==> config.mk <==
export PLATFORM = sky130hd
export DESIGN_NAME = rx_tsn_tracker_sack_gaps_flat
export DESIGN_NICKNAME = d
export VERILOG_FILES = /design/src/design/rtsg_pkg.sv /design/src/design/rtsg_in_if.sv /design/src/design/rtsg_out_if.sv /design/src/design/rtsg_cfg.sv /design/src/design/rtsg_ctrl.sv /design/src/design/rtsg_dp.sv /design/src/design/rx_tsn_tracker_sack_gaps.sv /design/src/flat_wrapper.sv
export SDC_FILE = /design/constraint.sdc
export NUM_CORES = 1
export LEC_CHECK = 0
export CAP_MARGIN = 15
export CORE_MARGIN = 2
export CORE_UTILIZATION = 50
export CTS_CLUSTER_SIZE = 24
export DETAILED_ROUTE_END_ITERATION = 6
export DONT_BUFFER_PORTS = 1
export PLACE_DENSITY = 0.76
export SYNTH_ARGS = -nofsm -noshare
export SYNTH_HDL_FRONTEND = slang
export SYNTH_SLANG_ARGS = --single-unit
==> constraint.sdc <==
create_clock -name i_clk -period 4.5 [get_ports i_clk]
set_clock_uncertainty 0.1 [all_clocks]
set_input_delay 0.225 -clock i_clk [delete_from_list [all_inputs] [get_ports i_clk]]
set_output_delay 0.225 -clock i_clk [all_outputs]
set_load 0.02 [all_outputs]
==> src/design/rtsg_pkg.sv <==
// shared constants, state codes and control structs for the sack gap tracker
`default_nettype none
package rtsg_pkg;

    localparam int SEQ_W      = 32;
    localparam int WINDOW     = 64;
    localparam int WIN_IDX_W  = $clog2(WINDOW);
    localparam int K_W        = $clog2(WINDOW + 1);
    localparam int OFS_W      = 7;
    localparam int MAX_BLOCKS = 32;
    localparam int NBLK_W     = $clog2(MAX_BLOCKS);

    localparam int PDATA_W    = 32;
    localparam int PADDR_W    = 3;
    localparam int REG_IDX_W  = PADDR_W - 2;

    localparam logic [REG_IDX_W-1:0] REG_INITIAL_TSN = REG_IDX_W'(0);

    typedef enum logic [2:0] {
        S_IDLE,
        S_EVAL,
        S_ADV,
        S_LOAD,
        S_SCAN
    } t_state;

    // sequencer to datapath
    typedef struct packed {
        logic capture;
        logic eval;
        logic adv;
        logic load;
        logic scan;
    } t_ctrl;

    // datapath to sequencer
    typedef struct packed {
        logic d_zero;
        logic map0;
        logic scan_done;
    } t_stat;

endpackage
`default_nettype wire

==> src/design/rtsg_in_if.sv <==
// input channel carrying the arriving chunk sequence number
`default_nettype none
interface rtsg_in_if import rtsg_pkg::*; ();
    logic             valid;
    logic             ready;
    logic [SEQ_W-1:0] seq_num;

    modport source (output valid, output seq_num, input ready);
    modport sink   (input valid, input seq_num, output ready);
endinterface
`default_nettype wire

==> src/design/rtsg_out_if.sv <==
// output channel carrying one sack word
`default_nettype none
interface rtsg_out_if import rtsg_pkg::*; ();
    logic             valid;
    logic             ready;
    logic [SEQ_W-1:0] cum_ack;
    logic             duplicate;
    logic             out_of_window;
    logic             gap_valid;
    logic [OFS_W-1:0] gap_start;
    logic [OFS_W-1:0] gap_end;
    logic             last;

    modport source (output valid, output cum_ack, output duplicate, output out_of_window,
                    output gap_valid, output gap_start, output gap_end, output last,
                    input ready);
    modport sink   (input valid, input cum_ack, input duplicate, input out_of_window,
                    input gap_valid, input gap_start, input gap_end, input last,
                    output ready);
endinterface
`default_nettype wire

==> src/design/rtsg_cfg.sv <==
// apb register port holding the initial sequence number
`default_nettype none
module rtsg_cfg import rtsg_pkg::*; (
    input  wire logic               i_clk,
    input  wire logic               i_rst_n,
    input  wire logic               psel,
    input  wire logic               penable,
    input  wire logic               pwrite,
    input  wire logic [PADDR_W-1:0] paddr,
    input  wire logic [PDATA_W-1:0] pwdata,
    output logic      [PDATA_W-1:0] prdata,
    output logic                    pready,
    output logic                    o_cfg_wr,
    output logic      [SEQ_W-1:0]   o_cfg_tsn
);

    logic [SEQ_W-1:0] r_initial_tsn;
    logic             hit;

    assign hit      = (paddr[PADDR_W-1:2] == REG_INITIAL_TSN);
    assign pready   = 1'b1;
    assign o_cfg_wr = psel && penable && pwrite && hit;
    assign o_cfg_tsn = pwdata[SEQ_W-1:0];
    assign prdata   = hit ? PDATA_W'(r_initial_tsn) : '0;

    always_ff @(posedge i_clk) begin
        if (!i_rst_n) begin
            r_initial_tsn <= '0;
        end else if (o_cfg_wr) begin
            r_initial_tsn <= o_cfg_tsn;
        end
    end

endmodule
`default_nettype wire

==> src/design/rtsg_ctrl.sv <==
// sequencer stepping one chunk through evaluate, advance and gap scan
`default_nettype none
module rtsg_ctrl import rtsg_pkg::*; (
    input  wire logic  i_clk,
    input  wire logic  i_rst_n,
    input  wire logic  i_in_valid,
    input  wire t_stat i_stat,
    output logic       o_in_ready,
    output t_ctrl      o_ctrl
);

    t_state r_state, n_state;

    always_ff @(posedge i_clk) begin
        if (!i_rst_n) begin
            r_state <= S_IDLE;
        end else begin
            r_state <= n_state;
        end
    end

    always_comb begin
        n_state = r_state;
        unique case (r_state)
            S_IDLE: begin
                if (i_in_valid) n_state = S_EVAL;
            end
            S_EVAL: begin
                n_state = i_stat.d_zero ? S_ADV : S_LOAD;
            end
            S_ADV: begin
                if (!i_stat.map0) n_state = S_LOAD;
            end
            S_LOAD: begin
                n_state = S_SCAN;
            end
            S_SCAN: begin
                if (i_stat.scan_done) n_state = S_IDLE;
            end
            default: begin
                n_state = S_IDLE;
            end
        endcase
    end

    always_comb begin
        o_ctrl     = '0;
        o_in_ready = 1'b0;
        unique case (r_state)
            S_IDLE: begin
                o_in_ready     = 1'b1;
                o_ctrl.capture = i_in_valid;
            end
            S_EVAL:  o_ctrl.eval = 1'b1;
            S_ADV:   o_ctrl.adv  = 1'b1;
            S_LOAD:  o_ctrl.load = 1'b1;
            S_SCAN:  o_ctrl.scan = 1'b1;
            default: o_ctrl = '0;
        endcase
    end

endmodule
`default_nettype wire

==> src/design/rtsg_dp.sv <==
// tracker state, shared one-bit map shifter, run scan and output register
`default_nettype none
module rtsg_dp import rtsg_pkg::*; (
    input  wire logic             i_clk,
    input  wire logic             i_rst_n,
    input  wire t_ctrl            i_ctrl,
    input  wire logic [SEQ_W-1:0] i_seq_num,
    input  wire logic             i_cfg_wr,
    input  wire logic [SEQ_W-1:0] i_cfg_tsn,
    input  wire logic             i_out_ready,
    output t_stat                 o_stat,
    output logic                  o_valid,
    output logic      [SEQ_W-1:0] o_cum_ack,
    output logic                  o_duplicate,
    output logic                  o_out_of_window,
    output logic                  o_gap_valid,
    output logic      [OFS_W-1:0] o_gap_start,
    output logic      [OFS_W-1:0] o_gap_end,
    output logic                  o_last
);

    logic [SEQ_W-1:0]     r_seq;
    logic [SEQ_W-1:0]     r_next_exp, n_next_exp;
    logic [WINDOW-1:0]    r_map, n_map;
    logic [WINDOW-1:0]    r_work, n_work;
    logic [K_W-1:0]       r_k, n_k;
    logic [K_W-1:0]       r_start, n_start;
    logic                 r_in_run, n_in_run;
    logic [NBLK_W-1:0]    r_nblk, n_nblk;
    logic                 r_dup, r_oow;
    logic [SEQ_W-1:0]     r_cum;
    logic                 r_ov;

    logic [SEQ_W-1:0]     d;
    logic [WIN_IDX_W-1:0] widx;
    logic                 d_zero, behind, beyond, inwin, hit;
    logic [WINDOW-1:0]    shift_in, shift_out;
    logic                 emit_blk, emit_empty, emit, last_blk, out_free, step;

    // window offset, modulo 2^32
    assign d      = r_seq - r_next_exp;
    assign widx   = d[WIN_IDX_W-1:0];
    assign d_zero = (d == '0);
    assign behind = d[SEQ_W-1];
    assign beyond = !behind && (d >= SEQ_W'(WINDOW));
    assign inwin  = !d_zero && !behind && !beyond;
    assign hit    = r_map[widx];

    // the one shifter, shared by the cumulative advance, the scan load and the scan
    assign shift_in  = (i_ctrl.adv || i_ctrl.load) ? r_map : r_work;
    assign shift_out = shift_in >> 1;

    assign emit_blk   = r_in_run && !r_work[0];
    assign emit_empty = !r_in_run && (r_work == '0);
    assign last_blk   = (r_work[WINDOW-1:1] == '0) || (r_nblk == NBLK_W'(MAX_BLOCKS - 1));
    assign emit       = i_ctrl.scan && (emit_blk || emit_empty);
    assign out_free   = !r_ov || i_out_ready;
    assign step       = i_ctrl.scan && (!emit || out_free);

    assign o_stat.d_zero    = d_zero;
    assign o_stat.map0      = r_map[0];
    assign o_stat.scan_done = emit && out_free && (emit_empty || last_blk);

    always_comb begin
        n_next_exp = r_next_exp;
        n_map      = r_map;
        if (i_cfg_wr) begin
            n_next_exp = i_cfg_tsn;
            n_map      = '0;
        end else if (i_ctrl.eval) begin
            if (d_zero) begin
                n_map[0] = 1'b1;
            end else if (inwin && !hit) begin
                n_map[widx] = 1'b1;
            end
        end else if (i_ctrl.adv && r_map[0]) begin
            n_map      = shift_out;
            n_next_exp = r_next_exp + SEQ_W'(1);
        end
    end

    always_comb begin
        n_work   = r_work;
        n_k      = r_k;
        n_start  = r_start;
        n_in_run = r_in_run;
        n_nblk   = r_nblk;
        if (i_ctrl.load) begin
            n_work   = shift_out;
            n_k      = K_W'(1);
            n_in_run = 1'b0;
            n_nblk   = '0;
        end else if (step) begin
            n_work = shift_out;
            n_k    = r_k + K_W'(1);
            if (emit_blk) begin
                n_in_run = 1'b0;
                n_nblk   = r_nblk + NBLK_W'(1);
            end else if (r_work[0] && !r_in_run) begin
                n_start  = r_k;
                n_in_run = 1'b1;
            end
        end
    end

    always_ff @(posedge i_clk) begin
        if (!i_rst_n) begin
            r_next_exp <= '0;
            r_map      <= '0;
            r_in_run   <= 1'b0;
            r_nblk     <= '0;
            r_ov       <= 1'b0;
        end else begin
            r_next_exp <= n_next_exp;
            r_map      <= n_map;
            r_in_run   <= n_in_run;
            r_nblk     <= n_nblk;
            if (emit && out_free) begin
                r_ov <= 1'b1;
            end else if (i_out_ready) begin
                r_ov <= 1'b0;
            end
        end
    end

    always_ff @(posedge i_clk) begin
        r_work  <= n_work;
        r_k     <= n_k;
        r_start <= n_start;
        if (i_ctrl.capture) r_seq <= i_seq_num;
        if (i_ctrl.eval) begin
            r_dup <= behind || (inwin && hit);
            r_oow <= beyond;
        end
        if (i_ctrl.load) r_cum <= r_next_exp - SEQ_W'(1);
        if (emit && out_free) begin
            o_cum_ack       <= r_cum;
            o_duplicate     <= r_dup;
            o_out_of_window <= r_oow;
            o_gap_valid     <= emit_blk;
            o_gap_start     <= emit_blk ? OFS_W'(r_start + K_W'(1)) : '0;
            o_gap_end       <= emit_blk ? OFS_W'(r_k) : '0;
            o_last          <= emit_empty || last_blk;
        end
    end

    assign o_valid = r_ov;

endmodule
`default_nettype wire

==> src/design/rx_tsn_tracker_sack_gaps.sv <==
// receive sequence tracker top level: apb register, sequencer and datapath
// path to the first word: the chunk is captured and evaluated; for an in-order chunk the
// cumulative point then advances while the map holds the next number, and the scan is
// loaded and walks the map position by position up to the end of the lowest gap block;
// later words follow as the scan goes on; one chunk at a time, taken only when idle;
// the single map shifter serves advance, load and scan, and back-pressure stalls the scan
// reset (synchronous, active low): expected number and initial tsn go to 0,
// received map clears, no word pending on the output
`default_nettype none
module rx_tsn_tracker_sack_gaps import rtsg_pkg::*; (
    input  wire logic               i_clk,
    input  wire logic               i_rst_n,
    input  wire logic               psel,
    input  wire logic               penable,
    input  wire logic               pwrite,
    input  wire logic [PADDR_W-1:0] paddr,
    input  wire logic [PDATA_W-1:0] pwdata,
    output logic      [PDATA_W-1:0] prdata,
    output logic                    pready,
    rtsg_in_if.sink                 i_chunk,
    rtsg_out_if.source              o_sack
);

    // configuration write, also reloads the tracker state
    logic             cfg_wr;
    logic [SEQ_W-1:0] cfg_tsn;

    // sequencer handshake with the datapath
    t_ctrl ctrl;
    t_stat stat;

    rtsg_cfg u_cfg (
        .i_clk     (i_clk),
        .i_rst_n   (i_rst_n),
        .psel      (psel),
        .penable   (penable),
        .pwrite    (pwrite),
        .paddr     (paddr),
        .pwdata    (pwdata),
        .prdata    (prdata),
        .pready    (pready),
        .o_cfg_wr  (cfg_wr),
        .o_cfg_tsn (cfg_tsn)
    );

    // idle -> evaluate offset -> advance cumulative point (in-order chunk only) -> load scan -> scan runs
    rtsg_ctrl u_ctrl (
        .i_clk      (i_clk),
        .i_rst_n    (i_rst_n),
        .i_in_valid (i_chunk.valid),
        .i_stat     (stat),
        .o_in_ready (i_chunk.ready),
        .o_ctrl     (ctrl)
    );

    // one gap block per output word, last word flagged; empty sack when no gaps
    rtsg_dp u_dp (
        .i_clk           (i_clk),
        .i_rst_n         (i_rst_n),
        .i_ctrl          (ctrl),
        .i_seq_num       (i_chunk.seq_num),
        .i_cfg_wr        (cfg_wr),
        .i_cfg_tsn       (cfg_tsn),
        .i_out_ready     (o_sack.ready),
        .o_stat          (stat),
        .o_valid         (o_sack.valid),
        .o_cum_ack       (o_sack.cum_ack),
        .o_duplicate     (o_sack.duplicate),
        .o_out_of_window (o_sack.out_of_window),
        .o_gap_valid     (o_sack.gap_valid),
        .o_gap_start     (o_sack.gap_start),
        .o_gap_end       (o_sack.gap_end),
        .o_last          (o_sack.last)
    );

endmodule
`default_nettype wire

==> src/flat_wrapper.sv <==
// flat-port wrapper written by rule: the top's interface ports become plain ports
module rx_tsn_tracker_sack_gaps_flat import rtsg_pkg::*;
  (i_clk, i_rst_n, psel, penable, pwrite, paddr, pwdata, prdata, pready, i_chunk_valid, i_chunk_seq_num, i_chunk_ready, o_sack_valid, o_sack_cum_ack, o_sack_duplicate, o_sack_out_of_window, o_sack_gap_valid, o_sack_gap_start, o_sack_gap_end, o_sack_last, o_sack_ready);
  rtsg_in_if i_chunk_i ();
  rtsg_out_if o_sack_i ();
  input  wire logic i_clk;
  input  wire logic i_rst_n;
  input  wire logic psel;
  input  wire logic penable;
  input  wire logic pwrite;
  input  wire logic [PADDR_W-1:0] paddr;
  input  wire logic [PDATA_W-1:0] pwdata;
  output logic      [PDATA_W-1:0] prdata;
  output logic pready;
  input wire logic [$bits(i_chunk_i.valid)-1:0] i_chunk_valid;
  input wire logic [$bits(i_chunk_i.seq_num)-1:0] i_chunk_seq_num;
  output wire logic [$bits(i_chunk_i.ready)-1:0] i_chunk_ready;
  output wire logic [$bits(o_sack_i.valid)-1:0] o_sack_valid;
  output wire logic [$bits(o_sack_i.cum_ack)-1:0] o_sack_cum_ack;
  output wire logic [$bits(o_sack_i.duplicate)-1:0] o_sack_duplicate;
  output wire logic [$bits(o_sack_i.out_of_window)-1:0] o_sack_out_of_window;
  output wire logic [$bits(o_sack_i.gap_valid)-1:0] o_sack_gap_valid;
  output wire logic [$bits(o_sack_i.gap_start)-1:0] o_sack_gap_start;
  output wire logic [$bits(o_sack_i.gap_end)-1:0] o_sack_gap_end;
  output wire logic [$bits(o_sack_i.last)-1:0] o_sack_last;
  input wire logic [$bits(o_sack_i.ready)-1:0] o_sack_ready;
  assign i_chunk_i.valid = i_chunk_valid;
  assign i_chunk_i.seq_num = i_chunk_seq_num;
  assign i_chunk_ready = i_chunk_i.ready;
  assign o_sack_valid = o_sack_i.valid;
  assign o_sack_cum_ack = o_sack_i.cum_ack;
  assign o_sack_duplicate = o_sack_i.duplicate;
  assign o_sack_out_of_window = o_sack_i.out_of_window;
  assign o_sack_gap_valid = o_sack_i.gap_valid;
  assign o_sack_gap_start = o_sack_i.gap_start;
  assign o_sack_gap_end = o_sack_i.gap_end;
  assign o_sack_last = o_sack_i.last;
  assign o_sack_i.ready = o_sack_ready;
  rx_tsn_tracker_sack_gaps u_core (.i_clk(i_clk), .i_rst_n(i_rst_n), .psel(psel), .penable(penable), .pwrite(pwrite), .paddr(paddr), .pwdata(pwdata), .prdata(prdata), .pready(pready), .i_chunk(i_chunk_i), .o_sack(o_sack_i));
endmodule
==> results by group <==
Timing
  • Achievable Freq: around 0.24 GHz
  • RSZ-0062 raised after global routing: false
  • Final Hold Viols: 0
  • TNS Setup: 0 ns
  • Tmin final: between 4 and 5 ns
  • Hold slack: ~0.23 ns
  • Slew Limit Fails: 0
  • Worst slew pin tran: 1.104 ns
  • # setup viols final: 0
  • Final period util: 0.9337
  • Slew headroom: 0.2636

Synthesis
  • Primary FF master, synth: edfxtp_1
  • Distinct cells, synth: 81
  • Post-Syn Instances: approximately 1800
  • Post-synthesis sequential area ratio: 0.4985
  • Async S/R FF share, synth: 0
  • Register bit total from synthesis: 331
  • Syn_nets: roughly 1900
  • Netlist Area Pre-Place: ~17000 µm²
  • Number of flops mapped to enable cells by yosys: ~190
  • Syn avg cell area: 9.528 µm²
  • Yosys warns: 0

Clock network
  • Root Driver: clkbuf_16
  • CTS tree: done
  • Clk_lat worst skew: 0.52 ns
  • H-tree depth: 2
  • CTS buffer count: 36
  • Worst-path clk slew: 0.06 ns
  • Clock Path Buffers: 3
  • TritonCTS Sinks: 331

Min path
  • Hold/Removal Path Class: in2reg

Place
  • Buffers added on ports: 0
  • GP Congestion: around 0.89
  • Post-detail-place hpwl: between 20 and 30 mm

Floorplanning
  • IO Pins: between 150 and 200
  • Row cnt: 67
  • Core area: 33530 µm²
  • Initial Util: 0.5078
  • Die ar.: 35550 µm²
  • Die extent in x: between 150 and 200 µm
  • Die span in y: approximately 190 µm

Drt
  • Met3 wire len: 4.083 mm
  • Vias/cell: about 6.0
  • Metal-1 WL: around 18 mm
  • Routed WL per cell: about 19 µm
  • Highest routed layer: met4
  • Drt total wl: 44.38 mm
  • Met2 wire len: around 22 mm
  • Router iterations before antenna repair: 7
  • Vias: 13880
  • Final routed DRC violation total: 1
  • Detail Route Antenna Nets: 0
  • Initial DRC count: 1538

Power
  • VDD IR-drop max: roughly 0.00032 V
  • Pwr Total: between 7 and 8 mW
  • PD cells: 411.4 nW/µm²
  • Leakage: 6.685 nW

Setup path
  • CP Capture Type: flip-flop
  • Setup CP Type: reg2reg
  • Worst EP arrival: ~4.5 ns
  • Crit-path max FO: 19
  • Req. time, crit path: 4.84 ns
  • CP Launch Type: flip-flop

Layout
  • P&R area growth vs syn: 14.04%
  • Layout cells sized above 1: 0.08874
  • Fin nets: roughly 1900

Global route
  • Vias in the first global route: 13420
  • Largest net degree at the start of global routing: 73
  • Aggregate global routing overflow: 0
  • Antenna violations before repair: 0
  • First-pass GRT wire length: slightly above 70 mm
  • All-Layer GR Usage: 0.2441

Run status
  • Failing checks: design-rule violations
  • Outcome: complete, but fails checks

Flow run
  • Max Cap Viol: 0
[synth_stat cells, types with 9 or more instances]
| cell type | count | area [µm²] |
|---|---|---|
| nor2_1 | 133 | 499.2 |
| a21oi_2 | 41 | 359.1 |
| nor3_1 | 26 | 130.1 |
| ha_1 | 39 | 488.0 |
| nand4_1 | 22 | 137.6 |
| and3_1 | 11 | 68.82 |
| a21boi_0 | 58 | 435.4 |
| a21oi_1 | 65 | 325.3 |
| o21ai_0 | 97 | 485.5 |
| mux2i_1 | 12 | 120.1 |
| buf_2 | 11 | 55.05 |
| o211ai_1 | 11 | 82.58 |
| dfxtp_1 | 145 | 2903 |
| nand2_1 | 365 | 1370 |
| and2_1 | 16 | 100.1 |
| nand3_1 | 38 | 190.2 |
| clkbuf_1 | 84 | 315.3 |
| o221ai_1 | 64 | 560.5 |
| inv_1 | 43 | 161.4 |
| xor2_1 | 18 | 157.7 |
| nor2b_1 | 44 | 275.3 |
| edfxtp_1 | 186 | 5585 |
| a211oi_1 | 10 | 75.07 |
| xnor2_1 | 75 | 656.9 |
| nand2b_1 | 9 | 56.30 |
| nor4_1 | 32 | 200.2 |
[per-stage QoR]
step,area (µm²),utilization,setup WS [ns],cells
global route,19410,0.5790,0.06381,2296
CTS,19410,0.5789,0.3064,2296
finish,19420,0.5790,0.2985,2297
global placement,17420,0.5194,0.4183,2155
floorplan,17030,-,0.3061,1787
detailed placement,17420,0.5194,0.3482,2155
[state kept, by name, summed over array words and instances, names as in the netlist, 32 cells and up]
| signal | cells |
|---|---|
| u_core.u_dp.r_seq | 32 |
| u_core.u_dp.r_cum | 32 |
| u_core.u_dp.r_map | 64 |
| u_core.u_cfg.r_initial_tsn | 32 |
| u_core.u_dp.o_cum_ack | 32 |
| u_core.u_dp.r_work | 63 |
| u_core.u_dp.r_next_exp | 32 |
[power breakdown]
group          switching [mW]  leakage (nW)  internal, mW
combinational           0.939          3.23         0.502
sequential             0.0937          2.86          3.41
clock                    1.20         0.593          1.84
[cell type report]
class	count	area, µm²
Timing Repair Buffer	104	1021
Fill cell	2772	14120
Sequential cell	331	8488
Clock buffer	45	985.9
Inverter	47	176.4
Multi-Input combinational cell	1302	7953
Antenna cell	1	2.502
Clock inverter	19	229.0
Tap cell	448	560.5
[layout by cell type (no fill, tap or decap), types with 10 or more instances in the layout]
master         count
dfxtp_1          145
edfxtp_1         186
inv_1             43
a211oi_1          10
nand4_1           22
and3_1            11
nand2_1          365
nor4_1            32
nor2b_1           42
nor2_1           133
dlygate4sd3_1     76
o21ai_0           97
xnor2_1           74
xor2_1            18
a21oi_2           41
o221ai_1          64
nand3_1           37
o211ai_1          11
and2_1            15
ha_1              39
clkbuf_16         37
nor3_1            25
a21boi_0          58
a21oi_1           65
mux2i_1           12
buf_4             24
[worst max-delay path, cell delays in order, from the launching register on]
cell,delay (ns)
dfxtp_1,0.37
ha_1,0.24
fa_1,0.65
clkinv_1,0.34
mux4_2,0.53
mux2i_1,0.23
a21oi_1,0.11
a32oi_1,0.23
a211oi_1,0.11
buf_4,0.18
nor3_1,0.39
nand2_4,0.24
buf_12,0.24
a21oi_1,0.15
[final timing paths]
kind / end / slack [ns] / startpoint / cells after the start
max: u_core.u_dp.r_map[51] / 0.30 / u_core.u_dp.r_next_exp[0] / 13
min: u_core.u_dp.r_seq[9] / 0.23 / i_chunk_seq_num[9] / 1
max reg2reg: u_core.u_dp.r_map[51] / 0.30 / u_core.u_dp.r_next_exp[0] / 13
min reg2reg: u_core.u_dp.o_cum_ack[15] / 0.31 / u_core.u_dp.r_cum[15] / 0
[timing repair]
| item | CTS | global route |
|---|---|---|
| setup endpoints to repair | 0 | 9 |
| buffers inserted | 0 | 0 |
| gates resized for setup | 0 | 1 |
| endpoints found under the hold margin | 106 | 0 |
| hold buffers | 77 | 0 |
[layer usage]
layer,vias up,track usage
met2,698,0.4186
met4,0,0.07031
li1,6479,-
met1,6597,0.3064
met3,102,0.05923
met5,-,0
[logic make-up (layout without fill, tap and decap cells)]
group / after synthesis / in the layout / synth area share
mux: 28 / 28 / 0.02315
simple gates: 724 / 724 / 0.1922
fa+ha+maj: 40 / 40 / 0.02984
other cells: 1 / 2 / 0.0002202
xor+xnor: 93 / 93 / 0.04784
flops: 331 / 331 / 0.4985
buf+inv: 154 / 215 / 0.03762
compound gates: 416 / 416 / 0.1706
Note: power is estimated with default switching activity, not from simulation.
